===== src/rtl/hfd_pkg.sv =====
// shared constants and types for the host frame deframer
package hfd_pkg;

  localparam int unsigned BYTE_W   = 8;
  localparam int unsigned STATUS_W = 4;

  localparam logic [BYTE_W-1:0] BYTE_READY = 8'h01;
  localparam logic [BYTE_W-1:0] BYTE_DIR   = 8'hD5;
  localparam logic [BYTE_W-1:0] BYTE_START = 8'hFF;
  localparam logic [BYTE_W-1:0] BYTE_ZERO  = 8'h00;

  localparam logic [BYTE_W-1:0] CAPACITY_RESET = 8'd254;

  typedef enum logic [STATUS_W-1:0] {
    ST_OK       = 4'd0,
    ST_NOTREADY = 4'd1,
    ST_HEADER   = 4'd2,
    ST_LCS      = 4'd3,
    ST_SHORT    = 4'd4,
    ST_DIR      = 4'd5,
    ST_LONG     = 4'd6,
    ST_DCS      = 4'd7,
    ST_POST     = 4'd8
  } status_t;

  typedef enum logic [9:0] {
    PH_IDLE    = 10'b00_0000_0001,
    PH_HDR0    = 10'b00_0000_0010,
    PH_HDR1    = 10'b00_0000_0100,
    PH_HDR2    = 10'b00_0000_1000,
    PH_LEN     = 10'b00_0001_0000,
    PH_LCS     = 10'b00_0010_0000,
    PH_DIR     = 10'b00_0100_0000,
    PH_PAYLOAD = 10'b00_1000_0000,
    PH_DCS     = 10'b01_0000_0000,
    PH_POST    = 10'b10_0000_0000
  } phase_t;

  typedef struct packed {
    logic                frame_end;
    logic [BYTE_W-1:0]   payload_count;
    status_t             status;
    logic [BYTE_W-1:0]   payload_byte;
  } result_t;

endpackage


===== src/rtl/host_frame_deframer_checksum.sv =====
// host frame deframer: checks a controller response frame and streams its payload
//
// in_*  : one byte of a bus read per transaction; in_tuser marks the first byte
// out_* : one result per payload byte (out_tlast low) and one final status result
//         (out_tlast high) carrying status and payload count
// cfg_* : writes payload_capacity (reset 254); always ready, write only while idle
// a byte is checked in the cycle it is accepted; its result is registered in the
// output register, or in the skid register while the receiver stalls
// throughput is one byte per cycle while in_tready is high, set by the frame state machine
// bytes that give no result (header, length, checksums) are taken at that rate too
// an output register plus a one-entry skid register part the two channels:
// while the receiver stalls, bytes are still taken until one more result lands
// in the skid register; in_tready then stays low until the held result is taken
// and rises again the cycle after
// synchronous active-low reset returns the parser to idle, empties both result
// registers and restores payload_capacity to 254
// after an error or the postamble, bytes are ignored until the next first byte
module host_frame_deframer_checksum (
  input  logic        clk,
  input  logic        rst_n,
  input  logic        in_tvalid,
  output logic        in_tready,
  input  logic [7:0]  in_tdata,   // rx_byte
  input  logic        in_tuser,   // first_of_read
  output logic        out_tvalid,
  input  logic        out_tready,
  output logic [23:0] out_tdata,  // payload_byte[7:0], status[11:8], payload_count[19:12], zero
  output logic        out_tlast,  // frame_end
  input  logic        cfg_valid,
  output logic        cfg_ready,
  input  logic [7:0]  cfg_data    // payload_capacity
);

  hfd_pkg::phase_t  phase_r, phase_nxt;
  logic [7:0]       frame_length_r, frame_length_nxt;
  logic [7:0]       data_sum_r, data_sum_nxt;
  logic [7:0]       bytes_seen_r, bytes_seen_nxt;
  logic [7:0]       capacity_r;

  hfd_pkg::result_t res;
  logic             res_valid;
  hfd_pkg::result_t out_r, skid_r;
  logic             out_valid_r, skid_valid_r;

  logic             in_acc;
  logic [7:0]       len_m1;
  logic [7:0]       sum_add;
  logic [7:0]       seen_inc;

  assign in_tready = !skid_valid_r;
  assign in_acc    = in_tvalid && in_tready;
  assign cfg_ready = 1'b1;
  assign len_m1    = frame_length_r - 8'd1;
  assign sum_add   = data_sum_r + in_tdata;
  assign seen_inc  = bytes_seen_r + 8'd1;

  always_comb begin
    phase_nxt        = phase_r;
    frame_length_nxt = frame_length_r;
    data_sum_nxt     = data_sum_r;
    bytes_seen_nxt   = bytes_seen_r;
    res_valid        = 1'b0;
    res.frame_end     = 1'b1;
    res.payload_count = 8'd0;
    res.status        = hfd_pkg::ST_OK;
    res.payload_byte  = 8'd0;
    if (in_acc) begin
      if (in_tuser) begin
        frame_length_nxt = 8'd0;
        data_sum_nxt     = 8'd0;
        bytes_seen_nxt   = 8'd0;
        if (in_tdata != hfd_pkg::BYTE_READY) begin
          res_valid  = 1'b1;
          res.status = hfd_pkg::ST_NOTREADY;
          phase_nxt  = hfd_pkg::PH_IDLE;
        end else begin
          phase_nxt = hfd_pkg::PH_HDR0;
        end
      end else begin
        case (phase_r)
          hfd_pkg::PH_HDR0, hfd_pkg::PH_HDR1: begin
            if (in_tdata != hfd_pkg::BYTE_ZERO) begin
              res_valid  = 1'b1;
              res.status = hfd_pkg::ST_HEADER;
              phase_nxt  = hfd_pkg::PH_IDLE;
            end else if (phase_r == hfd_pkg::PH_HDR0) begin
              phase_nxt = hfd_pkg::PH_HDR1;
            end else begin
              phase_nxt = hfd_pkg::PH_HDR2;
            end
          end
          hfd_pkg::PH_HDR2: begin
            if (in_tdata != hfd_pkg::BYTE_START) begin
              res_valid  = 1'b1;
              res.status = hfd_pkg::ST_HEADER;
              phase_nxt  = hfd_pkg::PH_IDLE;
            end else begin
              phase_nxt = hfd_pkg::PH_LEN;
            end
          end
          hfd_pkg::PH_LEN: begin
            frame_length_nxt = in_tdata;
            phase_nxt        = hfd_pkg::PH_LCS;
          end
          hfd_pkg::PH_LCS: begin
            if ((frame_length_r + in_tdata) != 8'd0) begin
              res_valid  = 1'b1;
              res.status = hfd_pkg::ST_LCS;
              phase_nxt  = hfd_pkg::PH_IDLE;
            end else if (frame_length_r < 8'd2) begin
              res_valid  = 1'b1;
              res.status = hfd_pkg::ST_SHORT;
              phase_nxt  = hfd_pkg::PH_IDLE;
            end else begin
              phase_nxt = hfd_pkg::PH_DIR;
            end
          end
          hfd_pkg::PH_DIR: begin
            if (in_tdata != hfd_pkg::BYTE_DIR) begin
              res_valid  = 1'b1;
              res.status = hfd_pkg::ST_DIR;
              phase_nxt  = hfd_pkg::PH_IDLE;
            end else if (len_m1 > capacity_r) begin
              res_valid  = 1'b1;
              res.status = hfd_pkg::ST_LONG;
              phase_nxt  = hfd_pkg::PH_IDLE;
            end else begin
              data_sum_nxt   = in_tdata;
              bytes_seen_nxt = 8'd0;
              phase_nxt      = hfd_pkg::PH_PAYLOAD;
            end
          end
          hfd_pkg::PH_PAYLOAD: begin
            data_sum_nxt     = sum_add;
            bytes_seen_nxt   = seen_inc;
            if (seen_inc >= len_m1) begin
              phase_nxt = hfd_pkg::PH_DCS;
            end
            res_valid        = 1'b1;
            res.frame_end    = 1'b0;
            res.payload_byte = in_tdata;
          end
          hfd_pkg::PH_DCS: begin
            if (sum_add != 8'd0) begin
              res_valid  = 1'b1;
              res.status = hfd_pkg::ST_DCS;
              phase_nxt  = hfd_pkg::PH_IDLE;
            end else begin
              phase_nxt = hfd_pkg::PH_POST;
            end
          end
          hfd_pkg::PH_POST: begin
            res_valid = 1'b1;
            phase_nxt = hfd_pkg::PH_IDLE;
            if (in_tdata != hfd_pkg::BYTE_ZERO) begin
              res.status = hfd_pkg::ST_POST;
            end else begin
              res.payload_count = len_m1;
            end
          end
          default: begin
            phase_nxt = hfd_pkg::PH_IDLE;
          end
        endcase
      end
    end
  end

  always_ff @(posedge clk) begin
    if (!rst_n) begin
      phase_r        <= hfd_pkg::PH_IDLE;
      frame_length_r <= 8'd0;
      data_sum_r     <= 8'd0;
      bytes_seen_r   <= 8'd0;
      capacity_r     <= hfd_pkg::CAPACITY_RESET;
    end else begin
      phase_r        <= phase_nxt;
      frame_length_r <= frame_length_nxt;
      data_sum_r     <= data_sum_nxt;
      bytes_seen_r   <= bytes_seen_nxt;
      if (cfg_valid && cfg_ready) begin
        capacity_r <= cfg_data;
      end
    end
  end

  // output register with one-entry skid
  always_ff @(posedge clk) begin
    if (!rst_n) begin
      out_valid_r  <= 1'b0;
      skid_valid_r <= 1'b0;
    end else if (!out_valid_r || out_tready) begin
      if (skid_valid_r) begin
        out_valid_r  <= 1'b1;
        skid_valid_r <= 1'b0;
      end else begin
        out_valid_r <= res_valid;
      end
    end else if (res_valid) begin
      skid_valid_r <= 1'b1;
    end
  end

  always_ff @(posedge clk) begin
    if (!out_valid_r || out_tready) begin
      if (skid_valid_r) begin
        out_r <= skid_r;
      end else begin
        out_r <= res;
      end
    end else if (res_valid) begin
      skid_r <= res;
    end
  end

  assign out_tvalid = out_valid_r;
  assign out_tlast  = out_r.frame_end;
  assign out_tdata  = {4'd0, out_r.payload_count, out_r.status, out_r.payload_byte};

  a_skid_needs_out: assert property (@(posedge clk) disable iff (!rst_n)
    skid_valid_r |-> out_valid_r)
    else $error("skid entry held while output register empty");

  a_final_no_byte: assert property (@(posedge clk) disable iff (!rst_n)
    (out_valid_r && out_r.frame_end) |-> (out_r.payload_byte == 8'd0))
    else $error("final result carries a payload byte");

  a_byte_no_status: assert property (@(posedge clk) disable iff (!rst_n)
    (out_valid_r && !out_r.frame_end) |->
      (out_r.status == hfd_pkg::ST_OK && out_r.payload_count == 8'd0))
    else $error("payload result carries status or count");

  a_ok_count: assert property (@(posedge clk) disable iff (!rst_n)
    (out_valid_r && out_r.frame_end && out_r.status == hfd_pkg::ST_OK) |->
      (out_r.payload_count != 8'd0))
    else $error("ok final result with zero payload count");

  a_seen_bound: assert property (@(posedge clk) disable iff (!rst_n)
    (phase_r == hfd_pkg::PH_PAYLOAD) |->
      ({1'b0, bytes_seen_r} + 9'd1 < {1'b0, frame_length_r}))
    else $error("payload counter passed frame length");

endmodule

===== config.mk =====
export PLATFORM = sky130hd
export DESIGN_NAME = host_frame_deframer_checksum
export DESIGN_NICKNAME = d
export VERILOG_FILES = /design/src/rtl/hfd_pkg.sv /design/src/rtl/host_frame_deframer_checksum.sv
export SDC_FILE = /design/constraint.sdc
export NUM_CORES = 1
export LEC_CHECK = 0
export BUFFER_PORTS_ARGS = -buffer_cell sky130_fd_sc_hd__buf_2
export CORE_MARGIN = 10
export CORE_UTILIZATION = 57
export DETAILED_ROUTE_END_ITERATION = 7
export GPL_TIMING_DRIVEN = 0
export PLACE_DENSITY = 0.75
export SYNTH_ARGS = -nofsm -noshare
export SYNTH_HDL_FRONTEND = slang
export SYNTH_SLANG_ARGS = --single-unit

===== constraint.sdc =====
create_clock -name clk -period 8.95 [get_ports clk]
set_clock_uncertainty 0.05 [all_clocks]
set_input_delay 1.3425 -clock clk [delete_from_list [all_inputs] [get_ports clk]]
set_output_delay 1.3425 -clock clk [all_outputs]
set_load 0.05 [all_outputs]

---- Word-level counts from Yosys, hierarchy flattened ----
Index checks and enable logic that the tools add are counted.
operators by class
  $add $sub $neg .......................... 4
  magnitude comparators ................... 3
  eq/ne operators ......................... 15
  mux-type cells .......................... 53
  bitwise logic cells ..................... 2
  reductions and logical operators ........ 16
operators by type and width
  kind                  number
  $mux 8                14
  $pmux 10 s7           1
  $mux 21               2
  $pmux 8 s2            2
  $mux 10               3
  $pmux 4 s6            1
  $reduce_bool 8->1     3
  $add 8x8->8           2
  $mux 4                4
  $ne 8x8->1 const B    2
  $mux 3                5
  $mux 7                2
  $mux 1                13
  $eq 10x10->1 const B  1
  $eq 10x2->1 const B   1
  $eq 10x3->1 const B   1
  $eq 10x4->1 const B   1
  $eq 10x5->1 const B   1
  $eq 10x6->1 const B   1
  $eq 10x7->1 const B   1
  $eq 10x8->1 const B   1
  $eq 10x9->1 const B   1
  $mux 9                1
  $ne 3x3->1 const B    3
  other kinds (18)      26
word-level totals
  bits in registers ....................... 86
  output and inout bits ................... 28

---- Logic depth before layout (Yosys ltp) ----
Gate-level depths: netlist of run 1.
  depth after elaboration ................. 8
  depth in mapped cells ................... 14
  mapped depth without buffers ............ 13

---- Worst setup path before layout of run 1 ----
OpenSTA, ideal clock, no wires.
  path kind ............................... in2reg
  from .................................... input in_tdata[0]
  to ...................................... register skid_r[0] in the netlist's numbering (enable)
  setup time .............................. 432 ps
  arrival time ............................ 4589 ps
  slack ................................... 3880 ps
  stages .................................. 10
  path buffers ............................ 0
  path through ............................ ha_1 inv_1 fa_1 nor2b_1 o22a_1 xor2_1 nor4_1 a31oi_1 nor3_1 a211oi_1
on the way
  word-level cells in the longest chain between the ends .. 7
RTL lines
  item                                  RTL line                                                                  source
  start: declaration                    host_frame_deframer_checksum.sv:23                                        input logic [7:0] in_tdata,
  $add 8x8->8 (on tied branches)        host_frame_deframer_checksum.sv:54, host_frame_deframer_checksum.sv:106
  $reduce_bool 8->1 (on tied branches)  host_frame_deframer_checksum.sv:144, host_frame_deframer_checksum.sv:106
  $mux 1 (on tied branches)             host_frame_deframer_checksum.sv:144, host_frame_deframer_checksum.sv:106
  $pmux 1 s6                            host_frame_deframer_checksum.sv:80                                        case (phase_r)
  $mux 1 (*)                            host_frame_deframer_checksum.sv:68                                        if (in_tuser) begin
  $mux 1 (*)                            host_frame_deframer_checksum.sv:67                                        if (in_acc) begin
  $reduce_and 2->1 (no line) (*)        n/a
  end signal: assignment                host_frame_deframer_checksum.sv:212                                       skid_r <= res;
  end: declaration                      host_frame_deframer_checksum.sv:42                                        hfd_pkg::result_t out_r, skid_r;
Mark *: on every way between the ends. The rest lies on a longest branch, timed or not.
A chain may end at the register's enable or synchronous reset.

---- Final worst setup path of run 1 ----
  from .................................... input in_tdata[0]
  to ...................................... register skid_r[9] in the netlist's numbering (enable)
The elaborated chain is that of the path after synthesis.

==> results.sh, run 1 <==
export IMPL_status="completed"
export IMPL_swShare_pct=27.8
export IMPL_worstSetupPathType="in2reg"
export IMPL_cts_sinks=86
export IMPL_max_freq_mhz=232
export IMPL_route_vias_total=4424
export IMPL_period_share_pct=48.2
export IMPL_layout_cells_most_common="nor2_1"
export IMPL_clkTransAtPathRegs_ns=0.10
export IMPL_met2WireLength_um=5760
export IMPL_die_width_um=115
export IMPL_synthAdderAreaFrac_pct=8.52
export IMPL_worstPathMaxFanout=11
export IMPL_synth_cells=561
export IMPL_ys_flop_type="dfxtp_1"
export IMPL_power_density_nw_per_um2=139
export IMPL_first_iter_violations=308
export IMPL_synth_compound_area_share_pct=19.9
export IMPL_clk_latency_ns=0.38
export IMPL_rsz0062_at_grt="false"
export IMPL_grt_overflow=0
export IMPL_fp_coreArea_um2=8760
export IMPL_p_int_w=0.000579
export IMPL_pwr_share_comb_pct=12.5
export IMPL_tightest_slew_ns=0.872
export IMPL_synth_cell_types=66
export IMPL_slew_headroom_pct=41.8
export IMPL_start_util_pct=59.0
export IMPL_hold_violations=0
export IMPL_insertedDiodeCount=0
export IMPL_ys_seq_area_share_pct=41.4
export IMPL_grt_pass1_vias=4201
export IMPL_viasPerCell=6.05
export IMPL_synth_edf_count=42
export IMPL_synth_simple_area_share_pct=20.1
export IMPL_cts_tree="done"
export IMPL_drt_wl_total_um=12900
export IMPL_fin_crit_ns=4.31
export IMPL_antenna_found_initial=0
export IMPL_clkPwrFrac_pct=35.1
export IMPL_async_reset_ff_share_pct=0
export IMPL_grt_pass1_wl_um=21000
export IMPL_cap_violations=0
export IMPL_setup_tns_ns=0
export IMPL_holdCritPathClass="reg2reg"
export IMPL_die_height_um=115
export IMPL_cts_setup_buffers=0
export IMPL_worstSetupStartpointType="input port"
export IMPL_finalMaxSlewViolations=0
export IMPL_ant_nets=0
export IMPL_synth_xor_area_share_pct=3.56
export IMPL_syn_cell_area_um2=5170
export IMPL_portBuffers=42
export IMPL_wl_met3_um=1000
export IMPL_hold_slack_ns=0.437
export IMPL_fin_util_pct=65.6
export IMPL_clock_tree_root_cell="clkbuf_8"
export IMPL_cpPeakStageDelay_ns=0.61
export IMPL_syn2layout_area_growth_pct=11.2
export IMPL_drive_above_1_share_pct=12.7
export IMPL_grt_max_degree=24
export IMPL_rows=34
export IMPL_pre_cts_ws_ns=4.27
export IMPL_die_area_um2=13300
export IMPL_worst_setup_path_end_kind="flip-flop"
export IMPL_ys_warn_count=0
export IMPL_fin_cells=731
export IMPL_htreeDepth=3
export IMPL_firstDrtPassIters=5
export IMPL_cts_max_path_buffers=2
export IMPL_hold_buffers=0
export IMPL_worst_slack_ns=4.64
export IMPL_synth_mux_area_share_pct=1.57
export IMPL_nFillCells=736
export IMPL_grt_usage_pct=19.5
export IMPL_worstPathArrival_ns=4.34
export IMPL_final_cell_mix="nor2_1, buf_2, dfxtp_1"
export IMPL_dpl_cell_count=715
export IMPL_power_leakage_nw=2.55
export IMPL_ir_drop_mv=0.0773
export IMPL_switchingPower_w=0.000223
export IMPL_cts_repair_resized=0
export IMPL_cp_cell_sequence="buf_2 > ha_1 > inv_1 > fa_1 > nor2b_1 > o22a_1 > xor2_1 > nor4_1 > a31oi_1 > nor3_1 > a211oi_4 > buf_6"
export IMPL_critical_path_slowest_cell="a211oi_4"
export IMPL_dp_hpwl_um=9890
export IMPL_cts_buffers_inserted=9
export IMPL_wirelength_met1_um=5750
export IMPL_num_nets_final=674
export IMPL_drc_errors=0
export IMPL_synth_top_family_by_area="simple AND/OR/NAND/NOR gates"
export IMPL_critPathRequiredTime_ns=8.98
export IMPL_power_frac_seq_pct=52.4
export IMPL_routedWlPerCell_um=17.6
export IMPL_place_congestion=0.933
export IMPL_setup_viol=0
export IMPL_highest_layer="met4"
export IMPL_avgSynthCellArea_um2=9.21
export IMPL_ys_ff_latch=86
export IMPL_io_pin_count=50
==> registers in the layout, summed over array words and instances (netlist names) <==
register	flops
out_tvalid	1
skid_valid_r	1
data_sum_r	8
out_tdata	20
bytes_seen_r	8
frame_length_r	8
phase_r	10
out_tlast	1
skid_r	21
capacity_r	8
==> routing by layer <==
| layer | track usage (%) | up-vias |
|---|---|---|
| met2 | 30.4 | 176 |
| li1 | - | 2181 |
| met3 | 2.97 | 29 |
| met5 | 0 | - |
| met1 | 26.2 | 2038 |
| met4 | 8.25 | 0 |
==> power by group through the flow <==
stage	sequential, W	clock, W	combinational [W]
CTS	0.000420	0.000284	0.0000986
detailed placement	0.000429	0	0.0000984
finish	0.000420	0.000281	0.0000999
global placement	0.000429	0	0.0000955
floorplan	0.000442	0	0.0000568
global route	0.000421	0.000294	0.000108
==> stage by stage <==
step                      total power (W)  cell area, µm²
after floorplan                  0.000499            5180
after CTS                        0.000802            5750
after global routing             0.000823            5750
after detailed placement         0.000528            5550
after global placement           0.000525            5530
final                            0.000801            5750
==> logic make-up (layout without fill, tap and decap cells) <==
kind of cell	after synthesis	in the layout
xor+xnor	21	21
other cells	2	5
compound gates	154	154
flops	86	86
mux	8	8
buf+inv	57	116
simple gates	199	199
fa+ha+maj	34	34
==> final cells by class <==
type                            count  area [µm²]  share of cell area (%)
Multi-Input combinational cell    421        2810                    48.8
Sequential cell                    86        2140                    37.3
Timing Repair Buffer               43         221                    3.85
Tap cell                          108         135                    2.35
Buffer                             26         129                    2.24
Clock buffer                        9         124                    2.16
Inverter                           31         116                    2.03
Clock inverter                      7        72.6                    1.26
==> Yosys cell counts (all sizes together) (3+ instances only) <==
cell type  instances  area share [%]
a21o              20             2.9
a22oi              9             1.3
ha                32             7.7
nand4b             3            0.51
and2               8            0.97
a211oi             8             1.3
buf               12             1.5
clkbuf            14             1.0
mux2i              7             1.4
nor3              11             1.1
a21oi             33             3.2
o211ai            15             2.2
nor3b              4            0.58
o21a               7             1.0
nand3             15             1.5
a2bb2oi            3            0.51
or3                5            0.61
nor2b             11             1.3
nor2              60             4.4
edfxtp            42              24
nand2             35             2.5
dfxtp             44              17
nor4               7             1.3
or2                4            0.48
inv               31             2.3
xor2              10             1.7
nand2b             8            0.97
xnor2             11             1.9
o21ai             29             2.8
or4                5            0.73
a31oi              7            0.85
nand3b             3            0.44
nand4             11             1.3
==> worst max-delay path: cells and delay by family <==
kind,cells,cell delay (ns)
buf+inv,3,0.52
xor+xnor,1,0.21
compound gates,3,1.16
fa+ha+maj,2,0.60
simple gates,3,0.51
==> worst paths after layout <==
| kind | start | endpoint | slack (ns) | depth (start not counted) |
|---|---|---|---|---|
| max | in_tdata[0] | skid_r[9] | 4.64 | 12 |
| max reg2reg | frame_length_r[2] | skid_r[9] | 4.79 | 13 |
| min | data_sum_r[0] | data_sum_r[0] | 0.44 | 2 |
| min reg2reg | data_sum_r[0] | data_sum_r[0] | 0.44 | 2 |
(Power assumes the default switching activity.)
==> inputs of run 2 (changes only) <==
- CORE_UTILIZATION: 57 -> 54
- clock period: 8.95 -> 3.7 ns (I/O delays scaled with it)
==> results.sh, run 2 (same netlist as run 1, synthesis figures left out) <==
export IMPL_route_vias_total=4520
export IMPL_ant_nets=0
export IMPL_grt_pass1_wl_um=21700
export IMPL_regArea_um2=2140
export IMPL_worstRegToRegCells=14
export IMPL_cts_tree="done"
export IMPL_clkTransAtPathRegs_ns=0.10
export IMPL_multi_input_area_um2=2880
export IMPL_worstPathMaxFanout=8
export IMPL_finalMaxSlewViolations=0
export IMPL_fp_coreArea_um2=9280
export IMPL_start_util_pct=55.7
export IMPL_portBuffers=42
export IMPL_r2r_start="frame_length_r[0]"
export IMPL_clock_tree_root_cell="clkbuf_8"
export IMPL_cts_buffers_inserted=9
export IMPL_power_density_nw_per_um2=332
export IMPL_largest_reg_flops=21
export IMPL_met3_usage_pct=3.93
export IMPL_fin_cells=757
export IMPL_tightest_slew_ns=1.02
export IMPL_clk_latency_ns=0.37
export IMPL_antenna_found_initial=0
export IMPL_die_area_um2=13900
export IMPL_hold_buffers=0
export IMPL_met1_usage_pct=25.4
export IMPL_r2r_end="skid_r[3]"
export IMPL_num_nets_final=679
export IMPL_endpoint="skid_r[3]"
export IMPL_regMostFlops="skid_r"
export IMPL_setup_tns_ns=0
export IMPL_cts_sinks=86
export IMPL_drive_above_1_share_pct=14.3
export IMPL_fin_crit_ns=3.48
export IMPL_worstSetupStartpointType="flip-flop"
export IMPL_period_share_pct=94.0
export IMPL_max_freq_mhz=288
export IMPL_die_width_um=118
export IMPL_status="completed"
export IMPL_routedWlPerCell_um=17.3
export IMPL_power_leakage_nw=2.55
export IMPL_grt_busiest_layer="met2"
export IMPL_insertedDiodeCount=0
export IMPL_setup_viol=0
export IMPL_worstPathArrival_ns=3.52
export IMPL_first_iter_violations=382
export IMPL_syn2layout_area_growth_pct=13.8
export IMPL_final_cell_mix="nor2_1, buf_2, dfxtp_1"
export IMPL_die_height_um=118
export IMPL_reg2reg_slack_ns=0.22
export IMPL_layout_cells_most_common="nor2_1"
export IMPL_io_pin_count=50
export IMPL_ir_drop_mv=0.145
export IMPL_slew_headroom_pct=31.5
export IMPL_grt_overflow=0
export IMPL_cap_violations=0
export IMPL_min_path_cells=3
export IMPL_drc_errors=0
export IMPL_dp_hpwl_um=9900
export IMPL_viasPerCell=5.97
export IMPL_hold_violations=0
export IMPL_cp_startpoint="frame_length_r[0]"
export IMPL_worst_setup_path_end_kind="flip-flop"
export IMPL_firstDrtPassIters=6
export IMPL_worstSetupPathType="reg2reg"
export IMPL_critPathRequiredTime_ns=3.74
export IMPL_dpl_cell_count=735
export IMPL_met2_usage_pct=29.0
export IMPL_htreeDepth=3
export IMPL_holdCritPathClass="in2reg"
export IMPL_cts_max_path_buffers=2
export IMPL_grt_usage_pct=18.7
export IMPL_rows=35
export IMPL_drt_wl_total_um=13100
export IMPL_grt_pass1_vias=4230
export IMPL_grt_max_degree=25
export IMPL_fin_util_pct=63.4
export IMPL_nFillCells=801
export IMPL_place_congestion=0.939
run 2: metal layers:
metal  up-vias  part of all wire, %
met5         -                    0
met4         0                  1.7
met3        21                  7.1
met2       169                   46
met1      2148                   45
li1       2182                    -
run 2: worst min path at each step:
stage,startpoint,end
2_1_floorplan,data_sum_r[2],data_sum_r[2]
4_1_cts,cfg_data[5],capacity_r[5]
6_report,cfg_data[5],capacity_r[5]
3_5_place_dp,data_sum_r[3],data_sum_r[3]
3_3_place_gp,data_sum_r[2],data_sum_r[2]
5_1_grt,cfg_data[5],capacity_r[5]
run 2: final cells by class:
cell class | instances | share of cell area, %
Buffer | 26 | 2.21
Clock buffer | 10 | 2.17
Clock inverter | 6 | 1.19
Inverter | 31 | 1.98
Multi-Input combinational cell | 422 | 48.9
Sequential cell | 86 | 36.4
Tap cell | 129 | 2.74
Timing Repair Buffer | 47 | 4.42
run 2: critical path, cell delays in order (launching register included):
cell,delay (ns)
dfxtp_1,0.43
inv_1,0.13
ha_1,0.19
inv_1,0.06
or3_1,0.33
xor2_1,0.33
inv_1,0.10
ha_1,0.28
nand4_1,0.13
a21oi_1,0.18
o22ai_2,0.16
a21oi_2,0.24
nor3_4,0.11
a211oi_4,0.29
buf_4,0.21
run 2: per-stage QoR:
stage	setup slack, ns	cell area [µm²]	hold slack, ns	total power (W)
floorplan	0.116	5190	0.403	0.00121
CTS	0.00722	5850	0.350	0.00195
global placement	-0.447	5560	0.421	0.00128
detailed placement	-0.495	5560	0.426	0.00128
global route	-0.0244	5880	0.355	0.00202
finish	0.223	5880	0.352	0.00195
run 2: what timing repair did:
| action | 4_1_cts | 5_1_grt |
|---|---|---|
| gates resized for setup | 5 | 6 |
| setup buffers | 4 | 1 |
| cloned | 1 | 0 |
| pin swaps | 2 | 1 |
| endpoints found under the setup margin | 31 | 35 |
run 2: power breakdown:
group | internal [W] | switching [W] | leakage [nW]
Combinational | 0.0000784 | 0.000173 | 1.68
Clock | 0.000317 | 0.000366 | 0.0895
Sequential | 0.00101 | 0.00000668 | 0.778
Total | 0.00141 | 0.000547 | 2.55
